### src/hw/rtl/dmit_pkg.sv
package dmit_pkg;

  localparam int TAG_W = 32;
  localparam int ADDR_W = 32;
  localparam int CNT_W = 64;
  localparam int CFG_IDX_W = 8;
  localparam int CFG_DATA_W = 32;
  localparam int SHAMT_W = 3;
  localparam int RAW_IDX_W = 7;
  localparam int RAW_IDX_N = 1 << RAW_IDX_W;

  localparam logic [SHAMT_W-1:0] RESET_OFFSET_BITS = 3'd4;
  localparam logic [SHAMT_W-1:0] RESET_INDEX_BITS = 3'd2;
  localparam logic [ADDR_W-1:0] RESET_REGION_BASE = 32'hA000_0000;
  localparam logic [ADDR_W-1:0] RESET_REGION_SIZE = 32'h2000_0000;

  typedef enum logic [CFG_IDX_W-1:0] {
    CFG_OFFSET_BITS = 8'd0,
    CFG_INDEX_BITS  = 8'd1,
    CFG_REGION_BASE = 8'd2,
    CFG_REGION_SIZE = 8'd3
  } cfg_reg_t;

  typedef logic [TAG_W-1:0] tag_t;

  typedef struct packed {
    logic valid;
    tag_t tag;
  } line_t;

  typedef struct packed {
    logic  en;
    line_t line;
  } line_wr_t;

endpackage

### src/hw/rtl/dmit_tag_ram.sv
module dmit_tag_ram #(
  parameter int LINE_SLOTS = 64,
  localparam int SlotW = (LINE_SLOTS > 1) ? $clog2(LINE_SLOTS) : 1
) (
  input  logic                 clk,
  input  logic                 rst,
  input  logic                 rd_en,
  input  logic [SlotW-1:0]     rd_slot,
  output dmit_pkg::line_t      rd_line,
  input  dmit_pkg::line_wr_t   wr,
  input  logic [SlotW-1:0]     wr_slot,
  output logic                 clearing
);

  dmit_pkg::line_t mem [LINE_SLOTS];
  logic [SlotW-1:0] clr_slot;

  always_ff @(posedge clk) begin
    if (rst) begin
      clearing <= 1'b1;
      clr_slot <= '0;
    end else if (clearing) begin
      if (clr_slot == SlotW'(LINE_SLOTS - 1)) begin
        clearing <= 1'b0;
      end
      clr_slot <= clr_slot + 1'b1;
    end
  end

  // A write and a read of the same line in one cycle return the new line.
  always_ff @(posedge clk) begin
    if (clearing) begin
      mem[clr_slot] <= '0;
    end else if (wr.en) begin
      mem[wr_slot] <= wr.line;
    end
    if (rd_en) begin
      if (wr.en && wr_slot == rd_slot) begin
        rd_line <= wr.line;
      end else begin
        rd_line <= mem[rd_slot];
      end
    end
  end

  a_no_write_while_clearing: assert property (@(posedge clk) disable iff (rst)
    clearing |-> !wr.en && !rd_en)
    else $error("tag store accessed during clearing pass");

  a_clear_ends: assert property (@(posedge clk) disable iff (rst)
    clearing && clr_slot == SlotW'(LINE_SLOTS - 1) |=> !clearing)
    else $error("clearing pass did not end after the last line");

  a_clear_advances: assert property (@(posedge clk) disable iff (rst)
    clearing && !$past(rst) |-> clr_slot == $past(clr_slot) + 1'b1)
    else $error("clearing pass skipped a line");

endmodule

### src/hw/rtl/direct_mapped_icache_hit_tracker_top.sv
// A fetch goes into stage s1 and its result into the output registers as s1 advances.
// Throughput: one fetch address per cycle while not stalled; the tag store has one read
// and one write port. Reset clears the counters, the pipeline and the configuration to
// its defaults. After reset the tag store is cleared one line per cycle, all LINE_SLOTS
// lines, while fetch_stall is held high; configuration writes are taken throughout.
module direct_mapped_icache_hit_tracker_top #(
  parameter int LINE_SLOTS = 64
) (
  input  logic                                clk,
  input  logic                                rst,
  input  logic                                fetch_valid,
  output logic                                fetch_stall,
  input  logic [dmit_pkg::ADDR_W-1:0]         fetch_address,
  output logic                                result_valid,
  input  logic                                result_stall,
  output logic                                hit,
  output logic                                cacheable,
  output logic [dmit_pkg::CNT_W-1:0]          total_accesses,
  output logic [dmit_pkg::CNT_W-1:0]          hit_accesses,
  input  logic                                cfg_valid,
  output logic                                cfg_ready,
  input  logic [dmit_pkg::CFG_IDX_W-1:0]      cfg_index,
  input  logic [dmit_pkg::CFG_DATA_W-1:0]     cfg_data
);

  localparam int SlotW = (LINE_SLOTS > 1) ? $clog2(LINE_SLOTS) : 1;

  logic [dmit_pkg::SHAMT_W-1:0] offset_bits;
  logic [dmit_pkg::SHAMT_W-1:0] index_bits;
  logic [dmit_pkg::ADDR_W-1:0]  region_base;
  logic [dmit_pkg::ADDR_W-1:0]  region_size;

  logic [SlotW-1:0] slot_lut [dmit_pkg::RAW_IDX_N];

  logic [dmit_pkg::ADDR_W:0]          region_end;
  logic                               in_region;
  logic [dmit_pkg::RAW_IDX_W:0]       idx_mask;
  logic [dmit_pkg::ADDR_W-1:0]        block_addr;
  logic [dmit_pkg::RAW_IDX_W-1:0]     raw_idx;
  logic [dmit_pkg::SHAMT_W:0]         tag_shift;
  dmit_pkg::tag_t                     fetch_tag;
  logic [SlotW-1:0]                   fetch_slot;
  logic                               accept;

  logic             s1_valid;
  logic             s1_cacheable;
  dmit_pkg::tag_t   s1_tag;
  logic [SlotW-1:0] s1_slot;
  logic             s1_adv;
  logic             s1_hit;

  dmit_pkg::line_t    rd_line;
  dmit_pkg::line_wr_t wr;
  logic               clearing;

  for (genvar gi = 0; gi < dmit_pkg::RAW_IDX_N; gi++) begin : g_slot_lut
    assign slot_lut[gi] = SlotW'(gi % LINE_SLOTS);
  end

  assign cfg_ready = 1'b1;

  always_ff @(posedge clk) begin
    if (rst) begin
      offset_bits <= dmit_pkg::RESET_OFFSET_BITS;
      index_bits  <= dmit_pkg::RESET_INDEX_BITS;
      region_base <= dmit_pkg::RESET_REGION_BASE;
      region_size <= dmit_pkg::RESET_REGION_SIZE;
    end else if (cfg_valid && cfg_ready) begin
      unique case (cfg_index)
        dmit_pkg::CFG_OFFSET_BITS: offset_bits <= cfg_data[dmit_pkg::SHAMT_W-1:0];
        dmit_pkg::CFG_INDEX_BITS:  index_bits <= cfg_data[dmit_pkg::SHAMT_W-1:0];
        dmit_pkg::CFG_REGION_BASE: region_base <= cfg_data;
        dmit_pkg::CFG_REGION_SIZE: region_size <= cfg_data;
        default: ;
      endcase
    end
  end

  always_comb begin
    region_end = {1'b0, region_base} + {1'b0, region_size};
    in_region  = (fetch_address >= region_base) && ({1'b0, fetch_address} < region_end);
    idx_mask   = (dmit_pkg::RAW_IDX_W + 1)'(1) << index_bits;
    idx_mask   = idx_mask - 1'b1;
    block_addr = fetch_address >> offset_bits;
    raw_idx    = block_addr[dmit_pkg::RAW_IDX_W-1:0] & idx_mask[dmit_pkg::RAW_IDX_W-1:0];
    tag_shift  = {1'b0, offset_bits} + {1'b0, index_bits};
    fetch_tag  = fetch_address >> tag_shift;
    fetch_slot = slot_lut[raw_idx];
  end

  assign s1_adv      = s1_valid && (!result_valid || !result_stall);
  assign fetch_stall = clearing || (s1_valid && !s1_adv);
  assign accept      = fetch_valid && !fetch_stall;
  assign s1_hit      = s1_cacheable && rd_line.valid && (rd_line.tag == s1_tag);

  assign wr.en         = s1_adv && s1_cacheable && !s1_hit;
  assign wr.line.valid = 1'b1;
  assign wr.line.tag   = s1_tag;

  dmit_tag_ram #(
    .LINE_SLOTS(LINE_SLOTS)
  ) u_tag_ram (
    .clk      (clk),
    .rst      (rst),
    .rd_en    (accept),
    .rd_slot  (fetch_slot),
    .rd_line  (rd_line),
    .wr       (wr),
    .wr_slot  (s1_slot),
    .clearing (clearing)
  );

  always_ff @(posedge clk) begin
    if (rst) begin
      s1_valid <= 1'b0;
    end else if (accept) begin
      s1_valid <= 1'b1;
    end else if (s1_adv) begin
      s1_valid <= 1'b0;
    end
  end

  always_ff @(posedge clk) begin
    if (accept) begin
      s1_cacheable <= in_region;
      s1_tag       <= fetch_tag;
      s1_slot      <= fetch_slot;
    end
  end

  always_ff @(posedge clk) begin
    if (rst) begin
      result_valid   <= 1'b0;
      total_accesses <= '0;
      hit_accesses   <= '0;
    end else if (s1_adv) begin
      result_valid   <= 1'b1;
      total_accesses <= total_accesses + 1'b1;
      hit_accesses   <= hit_accesses + dmit_pkg::CNT_W'(s1_hit);
    end else if (!result_stall) begin
      result_valid <= 1'b0;
    end
  end

  always_ff @(posedge clk) begin
    if (s1_adv) begin
      hit       <= s1_hit;
      cacheable <= s1_cacheable;
    end
  end

  a_no_accept_while_clearing: assert property (@(posedge clk) disable iff (rst)
    clearing |-> fetch_stall)
    else $error("fetch accepted during clearing pass");

  a_hit_is_cacheable: assert property (@(posedge clk) disable iff (rst)
    result_valid && hit |-> cacheable)
    else $error("hit reported for a non-cacheable address");

  a_total_counts: assert property (@(posedge clk)
    !rst && s1_adv |=> rst || total_accesses == $past(total_accesses) + 1'b1)
    else $error("access counter did not advance with a result");

  a_hits_hold: assert property (@(posedge clk)
    !rst && !(s1_adv && s1_hit) |=> rst || $stable(hit_accesses))
    else $error("hit counter changed without a hit");

endmodule

### config.mk
export PLATFORM = sky130hd
export DESIGN_NAME = direct_mapped_icache_hit_tracker_top
export DESIGN_NICKNAME = d
export VERILOG_FILES = /design/src/hw/rtl/dmit_pkg.sv /design/src/hw/rtl/dmit_tag_ram.sv /design/src/hw/rtl/direct_mapped_icache_hit_tracker_top.sv
export SDC_FILE = /design/constraint.sdc
export NUM_CORES = 2
export LEC_CHECK = 0
export BUFFER_PORTS_ARGS = -buffer_cell sky130_fd_sc_hd__clkbuf_2
export CAP_MARGIN = 0
export CORE_ASPECT_RATIO = 2
export CORE_MARGIN = 1.5
export CORE_UTILIZATION = 60
export DETAILED_ROUTE_END_ITERATION = 6
export PLACE_DENSITY = 0.77
export SLEW_MARGIN = 20
export SYNTH_ARGS = -nofsm -noshare
export SYNTH_HDL_FRONTEND = slang
export SYNTH_HIERARCHICAL = 1
export SYNTH_SLANG_ARGS = --single-unit
### constraint.sdc
create_clock -name clk -period 11.05 [get_ports clk]
set_input_delay 0.5525 -clock clk [delete_from_list [all_inputs] [get_ports clk]]
set_output_delay 0.5525 -clock clk [all_outputs]
set_load 0.05 [all_outputs]
==> results.py <==
metrics = {
    "setup_path": {
        "crit_chain": "xor2_1 > nor4_2 > buf_4 > nand4_1 > or4_1 > nor4_2 > nor2_1 > nand2_1 > nand3b_1 > o21ai_0 > nand2_1 > nor2_4 > buf_4",
        "ff2ff_path_depth": 13,
        "crit_arrival_ns": 6.98,
        "path_depth": 13,
        "critPathTopFamily": "simple AND/OR/NAND/NOR gates",
        "path_max_fanout": 18,
        "required_ns": 11.53,
        "worst_r2r_endpoint": "u_tag_ram/mem[2][30]",
        "worst_path_max_delay_cell": "nor2_4",
        "r2r-start": "s1_tag[10]",
        "crit_type": "flip-flop to flip-flop",
        "start_kind": "flip-flop",
        "end_kind": "flip-flop",
        "reg2reg_slack_ns": 4.55,
        "timing.critical_path.buf_inv": 2,
        "slowest_delay_ns": 0.84,
    },
    "power": {
        "seqPwrFrac_pct": 57.6,
        "total_power_uw": 17000,
        "p_leak_uw": 0.0340,
        "pwr_density_cell_nw_per_um2": 156,
        "p_int_uw": 13600,
        "pwr-share-clk_pct": 39.8,
        "p_sw_uw": 3400,
        "power_frac_comb_pct": 2.6,
        "ir_drop_mv": 0.156,
        "swShare_pct": 20.0,
    },
    "clocking": {
        "cts-hold-fix-buffers": 29,
        "cts_sinks": 2393,
        "clk_path_buf_depth": 4,
        "cts_max_level": 4,
        "postCtsSetupBuffers": 0,
        "numCtsBuffers": 190,
        "path_clk_slew_ns": 0.07,
        "root_buffer": "clkbuf_16",
        "cts_tree": "done",
        "post_cts_resized": 0,
        "clock_latency_ns": 0.87,
    },
    "timing": {
        "period_share_pct": 58.9,
        "setup_tns_ns": 0,
        "finalMaxSlewViolations": 0,
        "slew-limit-headroom_pct": 28.9,
        "skew_ns": 0.0669,
        "finalHoldViolations": 0,
        "holdWs_ns": 0.0290,
        "rsz0062_at_grt": "false",
        "setup_violations": 0,
        "layout_setup_ws_ns": 4.55,
        "tightest_slew_ns": 1.07,
        "period_needed_ns": 6.50,
        "max_freq_mhz": 154,
    },
    "grt": {
        "grt_max_degree": 131,
        "grt_pass1_vias": 57118,
        "grt_use_total_pct": 31.4,
        "grt_pass1_wl_mm": 379,
        "overflow": 0,
        "antenna_found_initial": 3,
    },
    "outcome": {
        "status": "finished clean",
    },
    "final_layout": {
        "stdcell_count": 8589,
        "seqCellArea_um2": 69800,
        "multiInputGateArea_um2": 27300,
        "fillerInstances": 10493,
        "drive_gt1_share_pct": 14.3,
        "area_delta_synth_final_pct": 10.9,
        "fin_nets": 6523,
    },
    "synth": {
        "synth.area.mux_share_pct": 12.9,
        "synth_xor_area_share_pct": 1.43,
        "yosysSeqAreaShare_pct": 71.0,
        "synth_compound_area_share_pct": 6.03,
        "synth_top_area_share_pct": 66.8,
        "synthFlopType": "edfxtp_1",
        "yosysTopAreaCell": "edfxtp_1",
        "synthCells": 6091,
        "synth_simple_gate_area_share_pct": 5.37,
        "syn-cell-area_um2": 98300,
        "syn_avg_cell_area_um2": 16.1,
        "ys_async_sr_fraction_pct": 0,
        "synth_common_cells": "2,186 x edfxtp_1, 899 x mux2i_1, 420 x a22oi_1",
        "synthTopCellsByArea": "edfxtp_1 67%, mux2i_1 9.2%, dfxtp_1 4.2%",
        "synth_top_family_by_area": "multiplexers",
        "yosysUniqueCellTypes": 81,
        "synth_enable_flop_cells": 2186,
        "ys_ff_latch": 2393,
        "yosys.cell_count.top_type": "edfxtp_1",
        "synth_fa_ha_area_share_pct": 1.35,
        "ys_warn_count": 6,
    },
    "min_path": {
        "worstHoldPathCells": 3,
        "hold_path.startpoint": "cfg_data[1]",
        "holdCritPathClass": "primary input to flip-flop",
        "whs_endpoint": "region_size[1]",
    },
    "placed_design": {
        "dpl.cell_count": 8229,
        "dp_hpwl_mm": 164,
        "numPortBuffers": 208,
        "place_congestion": 0.965,
        "dp_slack_ns": 4.38,
    },
    "floorplanning": {
        "die-width_um": 289,
        "fp-row-count": 209,
        "die_y_um": 575,
        "dieArea_um2": 166000,
        "core_area_um2": 162000,
        "initial_core_util_pct": 60.5,
        "pin_count": 210,
    },
    "route": {
        "drcViolationCount": 0,
        "num_vias": 56996,
        "dr.pass1.iters": 6,
        "wirelength_mm": 262,
        "vias_per_cell": 6.64,
        "drt-initial-drc-count": 6098,
        "wire_per_inst_um": 30.5,
        "ant_nets": 0,
    },
    "run": {
        "maxCapViolations": 0,
    },
}
power groups by stage:
stage	logic, uW	registers [uW]	clock network, uW
CTS	427	9780	6800
finish	437	9780	6760
detailed placement	416	9990	0
global placement	403	9980	0
global route	455	9780	7100
floorplan	236	9980	0
worst reg2reg max path, cell delays in order, from the launching register on:
cell and delay (ns):
edfxtp_1 0.61, xor2_1 0.34, nor4_2 0.22, buf_4 0.23
nand4_1 0.38, or4_1 0.72, nor4_2 0.62, nor2_1 0.30
nand2_1 0.54, nand3b_1 0.19, o21ai_0 0.19, nand2_1 0.55
nor2_4 0.85, buf_4 0.44
state kept, by name, indices dropped and copies added, names as in the netlist:
| name | flops |
|---|---|
| s1_valid | 1 |
| result_valid | 1 |
| total_accesses | 64 |
| index_bits | 3 |
| hit | 1 |
| u_tag_ram/mem | 2112 |
| region_size | 32 |
| region_base | 32 |
| cacheable | 1 |
| u_tag_ram/clr_slot | 6 |
| s1_slot | 6 |
| u_tag_ram/clearing | 1 |
| s1_tag | 32 |
| u_tag_ram/rd_line | 33 |
| s1_cacheable | 1 |
| offset_bits | 3 |
| hit_accesses | 64 |
how the worst max path moves through the flow:
stage,start,end
2_1_floorplan,s1_tag[14],u_tag_ram/mem[0][0]
3_3_place_gp,s1_tag[10],u_tag_ram/mem[19][29]
3_5_place_dp,s1_tag[10],u_tag_ram/mem[38][6]
4_1_cts,s1_tag[10],u_tag_ram/mem[2][30]
5_1_grt,s1_tag[10],u_tag_ram/mem[2][30]
6_report,s1_tag[10],u_tag_ram/mem[2][30]
area by class of cell:
| cell class | count | area share (%) |
|---|---|---|
| well taps | 2110 | 2.42 |
| flip-flops and latches | 2393 | 64.0 |
| clock inverters | 111 | 0.961 |
| multi-input cells | 3299 | 25.0 |
| diodes | 2 | 0.00459 |
| clock buffers | 217 | 4.56 |
| inverters | 68 | 0.234 |
| repair buffers | 389 | 2.81 |
cells by family (layout without fill, tap and decap cells):
group / Yosys count / count (layout)
multiplexers: 1064 / 1064
flip-flops: 2393 / 2393
other: 1 / 5
XOR/XNOR: 160 / 160
buffers and inverters: 401 / 785
AO/OA/AOI/OAI: 873 / 873
adder cells (fa/ha/maj): 105 / 105
AND/OR/NAND/NOR: 1094 / 1094
per-layer routing:
metal	up-vias	wire (um)	track usage, %
li1	24377	-	-
met1	28600	84600	35.6
met2	3181	135000	54.7
met3	836	21200	4.79
met4	2	21000	21.2
met5	-	11	0
layout by cell type (no fill, tap or decap), types with 22 or more instances in the layout:
master / n
clkinv_1: 47
or3_1: 37
ha_1: 103
a21o_1: 33
mux2i_1: 899
nand2_1: 348
and2_2: 25
nor2_4: 71
inv_1: 68
nand3_1: 185
and3_1: 22
edfxtp_1: 2186
mux4_2: 159
xor2_1: 84
nand4_1: 77
clkinv_2: 23
a21oi_1: 222
clkbuf_16: 195
clkbuf_2: 207
o21ai_0: 63
buf_4: 117
dfxtp_1: 207
a22oi_1: 420
a32oi_1: 32
xnor2_1: 75
nor2_1: 172
dlygate4sd3_1: 29
metrics by stage:
step,instance area (um^2),util [%]
floorplan,98300,-
global placement,102000,62.8
detailed placement,103000,63.2
CTS,109000,67.1
global route,109000,67.1
finish,109000,67.1
Power figures use the tool's default switching activity.
